**config.mk**
```make
export PLATFORM = sky130hd
export DESIGN_NAME = cps_ctrl
export DESIGN_NICKNAME = d
export VERILOG_FILES = /design/src/hw/rtl/cps_pkg.sv /design/src/hw/rtl/cps_ctrl.sv
export SDC_FILE = /design/constraint.sdc
export NUM_CORES = 1
export LEC_CHECK = 0
export ABC_AREA = 1
export BUFFER_PORTS_ARGS = -buffer_cell sky130_fd_sc_hd__buf_4
export CAP_MARGIN = 20
export CORE_AREA = 2 2 39 41
export CTS_CLUSTER_SIZE = 12
export DETAILED_ROUTE_END_ITERATION = 12
export DIE_AREA = 0 0 41 43
export PLACE_DENSITY = 0.68
export SKIP_LAST_GASP = 1
export SLEW_MARGIN = 20
export SYNTH_ARGS = -nofsm -noshare
export SYNTH_HDL_FRONTEND = slang
export SYNTH_SLANG_ARGS = --single-unit
```
**constraint.sdc**
```tcl
create_clock -name clk_i -period 1.3 [get_ports clk_i]
set_input_delay 0.26 -clock clk_i [delete_from_list [all_inputs] [get_ports clk_i]]
set_output_delay 0.26 -clock clk_i [all_outputs]
set_load 0.03 [all_outputs]
```
**src/hw/rtl/cps_pkg.sv**
```systemverilog
// Shared types and constants of the cascaded position/speed PID core.
package cps_pkg;

  // Field widths
  localparam int unsigned POS_W     = 32;  // position, targets and setpoint
  localparam int unsigned SPEED_W   = 16;  // measured speed
  localparam int unsigned DRIVE_W   = 16;  // clamped drive command
  localparam int unsigned GAIN_W    = 24;  // unsigned gain registers
  localparam int unsigned ERR_W     = 33;  // raw error, target minus measurement
  localparam int unsigned ERRC_W    = 15;  // clamped error kept for the derivative
  localparam int unsigned DIFF_W    = 16;  // derivative difference

  // Shared multiplier: operands are split into a 24-bit low chunk and a signed high chunk
  localparam int unsigned LO_W      = 24;
  localparam int unsigned CHUNK_W   = 25;
  localparam int unsigned PROD_W    = 2 * CHUNK_W;
  localparam int unsigned MUL_STEPS = 6;   // three products, two chunks each
  localparam int unsigned CNT_W     = 3;

  // Control law constants
  localparam int ERR_BAND  = 100;
  localparam int ERR_CLAMP = 10000;
  localparam int DRIVE_MAX = 20000;

  // Configuration register indexes
  localparam int unsigned REG_IDX_W = 3;
  localparam logic [REG_IDX_W-1:0] REG_POS_KP = 3'd0;
  localparam logic [REG_IDX_W-1:0] REG_POS_KI = 3'd1;
  localparam logic [REG_IDX_W-1:0] REG_POS_KD = 3'd2;
  localparam logic [REG_IDX_W-1:0] REG_SPD_KP = 3'd3;
  localparam logic [REG_IDX_W-1:0] REG_SPD_KI = 3'd4;
  localparam logic [REG_IDX_W-1:0] REG_SPD_KD = 3'd5;

  // Gain values after reset
  localparam logic [GAIN_W-1:0] POS_KP_RST = 24'd65536;
  localparam logic [GAIN_W-1:0] POS_KI_RST = 24'd0;
  localparam logic [GAIN_W-1:0] POS_KD_RST = 24'd0;
  localparam logic [GAIN_W-1:0] SPD_KP_RST = 24'd655360;
  localparam logic [GAIN_W-1:0] SPD_KI_RST = 24'd52429;
  localparam logic [GAIN_W-1:0] SPD_KD_RST = 24'd327680;

  // Operand feeding the shared multiplier
  typedef enum logic [1:0] {
    OPD_ERR   = 2'd0,
    OPD_INTEG = 2'd1,
    OPD_DIFF  = 2'd2
  } opd_e;

  // Controller to datapath
  typedef struct packed {
    logic accept;    // input transfer this cycle
    logic loop_pos;  // 1: position loop, 0: speed loop
    logic prep;      // form error, update integral and previous error, clear accumulator
    logic mul_en;    // launch one partial product
    logic acc_en;    // add the registered partial product
    opd_e opd;       // operand of the partial product
    logic hi_chunk;  // high chunk of the operand
    logic finish;    // store position loop output as setpoint
    logic out_load;  // load the result register
  } cps_cmd_t;

  // Datapath to controller
  typedef struct packed {
    logic target_nz;  // incoming position target is nonzero
  } cps_sts_t;

endpackage

```
**src/hw/rtl/cps_ctrl.sv**
```systemverilog
// Sequencer of the cascaded PID core: steps each loop through the shared multiplier.
module cps_ctrl import cps_pkg::*; (
  input  logic     clk_i,
  input  logic     rst_ni,
  input  logic     in_valid_i,
  output logic     in_ready_o,
  output logic     out_valid_o,
  input  logic     out_ready_i,
  input  cps_sts_t sts_i,
  output cps_cmd_t cmd_o
);

  typedef enum logic [3:0] {
    ST_IDLE = 4'b0001,
    ST_PREP = 4'b0010,
    ST_MUL  = 4'b0100,
    ST_FIN  = 4'b1000
  } state_e;

  state_e           state_q, state_d;
  logic [CNT_W-1:0] cnt_q, cnt_d;
  logic             loop_pos_q, loop_pos_d;
  logic             out_valid_q, out_valid_d;
  logic             slot_free;

  assign slot_free   = !out_valid_q || out_ready_i;
  assign out_valid_o = out_valid_q;

  // Next state and command decode
  always_comb begin
    state_d       = state_q;
    cnt_d         = cnt_q;
    loop_pos_d    = loop_pos_q;
    out_valid_d   = out_valid_q && !out_ready_i;
    in_ready_o    = 1'b0;
    cmd_o          = '0;
    cmd_o.loop_pos = loop_pos_q;
    cmd_o.hi_chunk = cnt_q[0];
    case (cnt_q[2:1])
      2'd0:    cmd_o.opd = OPD_ERR;
      2'd1:    cmd_o.opd = OPD_INTEG;
      default: cmd_o.opd = OPD_DIFF;
    endcase

    case (state_q)
      ST_IDLE: begin
        in_ready_o = 1'b1;
        if (in_valid_i) begin
          cmd_o.accept = 1'b1;
          loop_pos_d   = sts_i.target_nz;
          state_d      = ST_PREP;
        end
      end
      ST_PREP: begin
        cmd_o.prep = 1'b1;
        cnt_d      = '0;
        state_d    = ST_MUL;
      end
      ST_MUL: begin
        // Launch a product on each of the first steps, add it in the cycle after its launch
        cmd_o.mul_en = (cnt_q != CNT_W'(MUL_STEPS));
        cmd_o.acc_en = (cnt_q != '0);
        if (cnt_q == CNT_W'(MUL_STEPS)) begin
          state_d = ST_FIN;
        end else begin
          cnt_d = cnt_q + 1'b1;
        end
      end
      ST_FIN: begin
        if (loop_pos_q) begin
          // Position result becomes the setpoint, then run the speed loop
          cmd_o.finish = 1'b1;
          loop_pos_d   = 1'b0;
          state_d      = ST_PREP;
        end else if (slot_free) begin
          cmd_o.out_load = 1'b1;
          out_valid_d    = 1'b1;
          state_d        = ST_IDLE;
        end
      end
      default: begin
        state_d = ST_IDLE;
      end
    endcase
  end

  // Hold control state
  always_ff @(posedge clk_i or negedge rst_ni) begin
    if (!rst_ni) begin
      state_q     <= ST_IDLE;
      cnt_q       <= '0;
      loop_pos_q  <= 1'b0;
      out_valid_q <= 1'b0;
    end else begin
      state_q     <= state_d;
      cnt_q       <= cnt_d;
      loop_pos_q  <= loop_pos_d;
      out_valid_q <= out_valid_d;
    end
  end

endmodule

```
==> impl_metrics.yaml, run 1 <==
placed_design:
  io_buffer_count: 16
  gp_congestion: 0.736
  hpwl_um: 954
  pre_cts_ws_ns: -0.0150
  post_dp_cell_area_um2: 772
sta:
  worst_pin_slew_ns: 0.221
  grt_setup_unrepaired: "true"
  relSlewSlack_pct: 85.3
  hold_slack_ns: 0.177
  slew_viol_final: 0
  layout_min_cycle_time_ns: 1.55
  setup_violations: 10
  clock_skew_ns: 0.0105
  fmaxAchievable_mhz: 644
  finalWorstSetupSlack_ns: -0.253
  fin_crit_sh_pct: 119
  hold_viol: 0
worst_setup_path:
  worst-endpoint-arrival_ns: 1.29
  criticalPathCategory: "reg2out"
  cp_max_fo: 5
  end_kind: "output port"
  r2r_cells: 8
  startpoint_type: "flip-flop"
  required_ns: 1.04
synthesis:
  synth-async-reset-ratio_pct: 100
  yosys-top-cells-area: "dfrtp_1 (35%), inv_1 (8.5%), ha_1 (6.6%)"
  ys_warn_count: 0
  avgSynthCellArea_um2: 7.85
  synth-edff-count: 0
  synth-main-ff-cell: "dfrtp_1"
  synth_area_um2: 573
  yosysMostFrequentCell: "inv_1"
  syn-instance-count: 73
  yosys.area.top_type: "dfrtp_1"
  ys_seq_area_share_pct: 39.5
  synthTopCellsByCount: "inv_1 (13), nand2_1 (10), nor2_1 (9)"
  ys_types: 22
  yosysTopAreaCellShare_pct: 34.9
  ys_seq_elements: 9
  syn_nets: 81
cells_and_area:
  drive_gt1_share_pct: 67.3
  final_util_pct: 74.2
  nNetsFinal: 119
  area_delta_synth_final_pct: 79.3
  antennaDiodeCount: 0
  fin_area_um2: 1030
  fillers: 120
die:
  die_h_um: 43
  io_pins: 17
  fp.dieArea_um2: 1760
  core_um2: 1380
  die_x_um: 41
  start_util_pct: 41.4
  num_rows: 14
route:
  ant_nets: 0
  drcViolationCount: 0
  vias_per_cell: 4.71
  wl_mm: 1.59
  wl_per_cell_um: 12.7
  drt_iter0_markers: 6
  via_count: 594
  dr.pass1.iters: 4
grt:
  grt_pass1_vias: 574
  grt_start_max_net_pins: 10
  grt_first_pass_wirelength_mm: 2.22
  grt_overflow: 0
  track_usage_pct: 19.2
  antenna_found_initial: 0
flow_run:
  cap_violations: 0
clock_network:
  ctsHtreeMaxLevel: 1
  cts_root_buf: "clkbuf_4"
  clk_latency_ns: 0.27
  clk_pin_slew_ns: 0.07
  cts_tree: "built"
  cts.sinks: 9
  clockBufferDepth: 2
  cts_buffers: 3
power:
  p_leak_nw: 0.521
  fin_total_pwr_mw: 2.26
  ir_drop_v: 0.00126
  power_density_nw_per_um2: 2200
min_path:
  hold_depth: 2
  hold_class: "in2reg"
run_status:
  status: "finished with violations"
  violations: "negative setup slack"
-- power breakdown --
group / internal (mW) / switching, mW / leakage, nW
clock: 0.119 / 0.108 / 0.0150
combinational: 0.711 / 0.807 / 0.394
sequential: 0.393 / 0.119 / 0.112
-- kinds of logic (layout without fill, tap and decap cells) --
family	Yosys count	count (layout)	synth area share (%)
AOI/OAI and AO/OA	9	9	8.08
xor gates and xnor gates	1	1	1.53
buffers and inverters	18	55	13.1
DFF	9	9	39.5
adders and majority gates	3	3	6.55
and+or+nand+nor	33	33	31.2
-- cell type report --
type,count,area (um^2),area share (%)
multi-input cells,46,372,36.2
repair buffers,36,318,30.9
flip-flops and latches,9,230,22.4
inverters,15,61.3,5.97
clock buffers,4,26.3,2.56
well taps,16,20.0,1.95
-- what timing repair did --
item                       CTS  global route
setup buffers                5             7
setup endpoints to repair    8            14
hold buffers                 1             0
pin swaps                    5            10
gates resized for setup     17            26
hold endpoints to repair     8             0
-- cell usage in the layout (no fill, tap or decap), drive strengths merged --
| cell type | count |
|---|---|
| clkbuf | 4 |
| o21ai | 5 |
| nand2 | 12 |
| buf | 35 |
| o22ai | 1 |
| nor2 | 14 |
| inv | 14 |
| nand3 | 6 |
| xnor2 | 1 |
| ha | 3 |
| dfrtp | 8 |
| a21oi | 3 |
| clkinv | 1 |
| nand4 | 1 |
| dfstp | 1 |
| dlygate4sd3 | 1 |
-- worst max-delay path: stages, from the launching register on --
cell and delay, ns:
dfstp_2 0.57, nor2_4 0.07, buf_6 0.12, nand3_4 0.09, clkinv_4 0.05, buf_6 0.13
-- layer usage --
metal / global-route usage [%] / share of wire [%]
met1: 19.7 / 37
met2: 34.1 / 57
met3: 3.14 / 4.3
met4: 10.0 / 2.0
met5: 0 / 0
-- registers in the layout, indices dropped and copies added (netlist names) --
register and cells:
state_q 4, loop_pos_q 1, out_valid_o 1, cnt_q 3
-- worst paths after layout --
| path | startpoint | to | slack (ns) |
|---|---|---|---|
| max | state_q[0]$_DFFE_PN1P_ | cmd_o[6] | -0.25 |
| min | out_ready_i | out_valid_o$_DFF_PN0_ | 0.18 |
| max reg2reg | state_q[0]$_DFFE_PN1P_ | state_q[0]$_DFFE_PN1P_ | -0.06 |
| min reg2reg | out_valid_o$_DFF_PN0_ | out_valid_o$_DFF_PN0_ | 0.58 |
| max in group asynchronous | rst_ni | state_q[0]$_DFFE_PN1P_ | 0.73 |
| min in group asynchronous | rst_ni | cnt_q[0]$_DFFE_PN0P_ | 0.34 |
-- through the flow --
stage	cells	setup TNS, ns
5_1_grt	126	-2.21
3_5_place_dp	111	-0.0192
3_3_place_gp	111	0
2_1_floorplan	73	0
6_report	126	-1.64
4_1_cts	121	-1.45
No activity file was read; power rests on OpenSTA's default activity.
==> inputs of run 2 (changes only) <==
Settings changed: CTS_BUF_LIST set to sky130_fd_sc_hd__clkbuf_4 sky130_fd_sc_hd__clkbuf_8.
==> impl_metrics.yaml, run 2 (same netlist as run 1, synthesis figures left out) <==
route:
  dr.pass1.iters: 3
  ant_nets: 0
  drt_iter0_markers: 5
  drcViolationCount: 0
  via_count: 597
  wl_mm: 1.59
  vias_per_cell: 4.74
  wl_per_cell_um: 12.6
worst_setup_path:
  criticalPathCategory: "reg2out"
  r2r_cells: 9
  worst-endpoint-arrival_ns: 1.30
  r2r_slack_ns: -0.06
  cp_num_buf_inv: 3
  cp_max_fo: 5
  path_delay_family: "flip-flops"
  path_common_cell: "buf_6"
  critPathSlowestCell: "dfstp_2"
  end_kind: "output port"
  regToRegEndpoint: "state_q[0]$_DFFE_PN1P_"
  r2r-start: "state_q[2]$_DFFE_PN0P_"
  startpoint_type: "flip-flop"
  slowest_delay_ns: 0.57
  cp_cell_sequence: "nor2_4 > buf_6 > nand3_4 > clkinv_4 > buf_6"
  required_ns: 1.04
cells_and_area:
  drive_gt1_share_pct: 68.2
  final_cell_mix: "buf_4 (23), buf_6 (12), inv_1 (8)"
  largest_reg_flops: 4
  fillers: 120
  registers.top_by_ff_count: "state_q"
  largestRegisters: "state_q: 4 flops, cnt_q: 3 flops"
  area_delta_synth_final_pct: 79.9
  nNetsFinal: 119
  layout_commonest_cell: "buf_4"
  antennaDiodeCount: 0
sta:
  hold_viol: 0
  fin_crit_sh_pct: 120
  clock_skew_ns: 0.0115
  slew_viol_final: 0
  grt_setup_unrepaired: "true"
  setup_violations: 9
  layout_min_cycle_time_ns: 1.56
  fmaxAchievable_mhz: 642
  finalWorstSetupSlack_ns: -0.257
  relSlewSlack_pct: 85.5
  worst_pin_slew_ns: 0.217
run_status:
  status: "finished with violations"
  violations: "negative setup slack"
grt:
  antenna_found_initial: 0
  grt_start_max_net_pins: 10
  track_usage_pct: 19.2
  grt_overflow: 0
  grt_first_pass_wirelength_mm: 2.22
  grt_pass1_vias: 574
placed_design:
  hpwl_um: 954
  gp_congestion: 0.736
  pre_cts_ws_ns: -0.0150
  io_buffer_count: 16
power:
  p_leak_nw: 0.524
  ir_drop_v: 0.00126
  fin_total_pwr_mw: 2.28
  power_density_nw_per_um2: 2210
clock_network:
  cts_root_buf: "clkbuf_4"
  cts_buffers: 3
  ctsHtreeMaxLevel: 1
  clk_latency_ns: 0.28
  cts_tree: "built"
  clockBufferDepth: 2
  clk_pin_slew_ns: 0.07
  cts.sinks: 9
die:
  die_h_um: 43
  io_pins: 17
  num_rows: 14
  fp.dieArea_um2: 1760
  start_util_pct: 41.4
  core_um2: 1380
  die_x_um: 41
min_path:
  hold-path-endpoint: "out_valid_o$_DFF_PN0_"
  hold_depth: 2
  hold_path.startpoint: "out_ready_i"
  hold_class: "in2reg"
flow_run:
  cap_violations: 0
[run 2: cell counts in the layout (fill, tap and decap cells not counted)]
No cell type changed its count.
[run 2: per-layer routing]
metal | up-vias | wire (um) | track usage, % | share of wire, %
met1 | 272 | 585 | 19.7 | 37
li1 | 297 | - | - | -
met3 | 9 | 69 | 3.14 | 4.3
met2 | 19 | 872 | 34.1 | 55
met5 | - | 0 | 0 | 0
met4 | 0 | 62 | 10.0 | 3.9
[run 2: how the worst max path moves through the flow]
stage | endpoint | start | cells after the start | slack, ns
after global placement | loop_pos_q$_DFFE_PN0P_ | state_q[0]$_DFFE_PN1P_ | 6 | 0.03
after detailed placement | loop_pos_q$_DFFE_PN0P_ | state_q[0]$_DFFE_PN1P_ | 6 | -0.01
final | cmd_o[6] | state_q[0]$_DFFE_PN1P_ | 5 | -0.26
after CTS | in_ready_o | state_q[0]$_DFFE_PN1P_ | 5 | -0.23
after global routing | cmd_o[6] | state_q[0]$_DFFE_PN1P_ | 5 | -0.29
after floorplan | cmd_o[9] | state_q[0]$_DFFE_PN1P_ | 4 | 0.02
[run 2: metrics by stage]
stage / TNS (ns) / hold slack, ns / cell area (um^2) / utilization (%) / cells
after floorplan: 0 / -0.0356 / 583 / - / 73
after global placement: 0 / 0.0928 / 772 / 55.8 / 111
after detailed placement: -0.0192 / 0.0946 / 772 / 55.8 / 111
after CTS: -1.46 / 0.191 / 911 / 65.8 / 121
after global routing: -2.22 / 0.205 / 1030 / 74.5 / 126
final: -1.66 / 0.173 / 1030 / 74.5 / 126
[run 2: power by group]
group	leakage (nW)	internal (mW)	switching, mW
registers	0.112	0.393	0.119
clock network	0.0184	0.140	0.110
logic	0.394	0.711	0.807
[run 2: timing repair]
item / CTS / global route
endpoints found under the hold margin: 8 / 0
hold buffers: 1 / 0
resized for setup: 16 / 27
setup endpoints to repair: 8 / 14
buffers inserted: 5 / 7
pin swaps: 5 / 10
[run 2: final cells by class]
cell class / instances / area [um^2] / share of cell area [%]
clock buffer: 4 / 30.0 / 2.91
tap: 16 / 20.0 / 1.94
inverter: 15 / 61.3 / 5.95
multi-input combinational: 46 / 372 / 36.0
sequential: 9 / 230 / 22.3
timing repair buffer: 36 / 318 / 30.8
[run 2: worst reg2reg max path, delay by kind of cell (launching register included)]
| family | cells | cell delay (ns) |
|---|---|---|
| DFF | 1 | 0.44 |
| and+or+nand+nor | 5 | 0.38 |
| buffers and inverters | 4 | 0.46 |
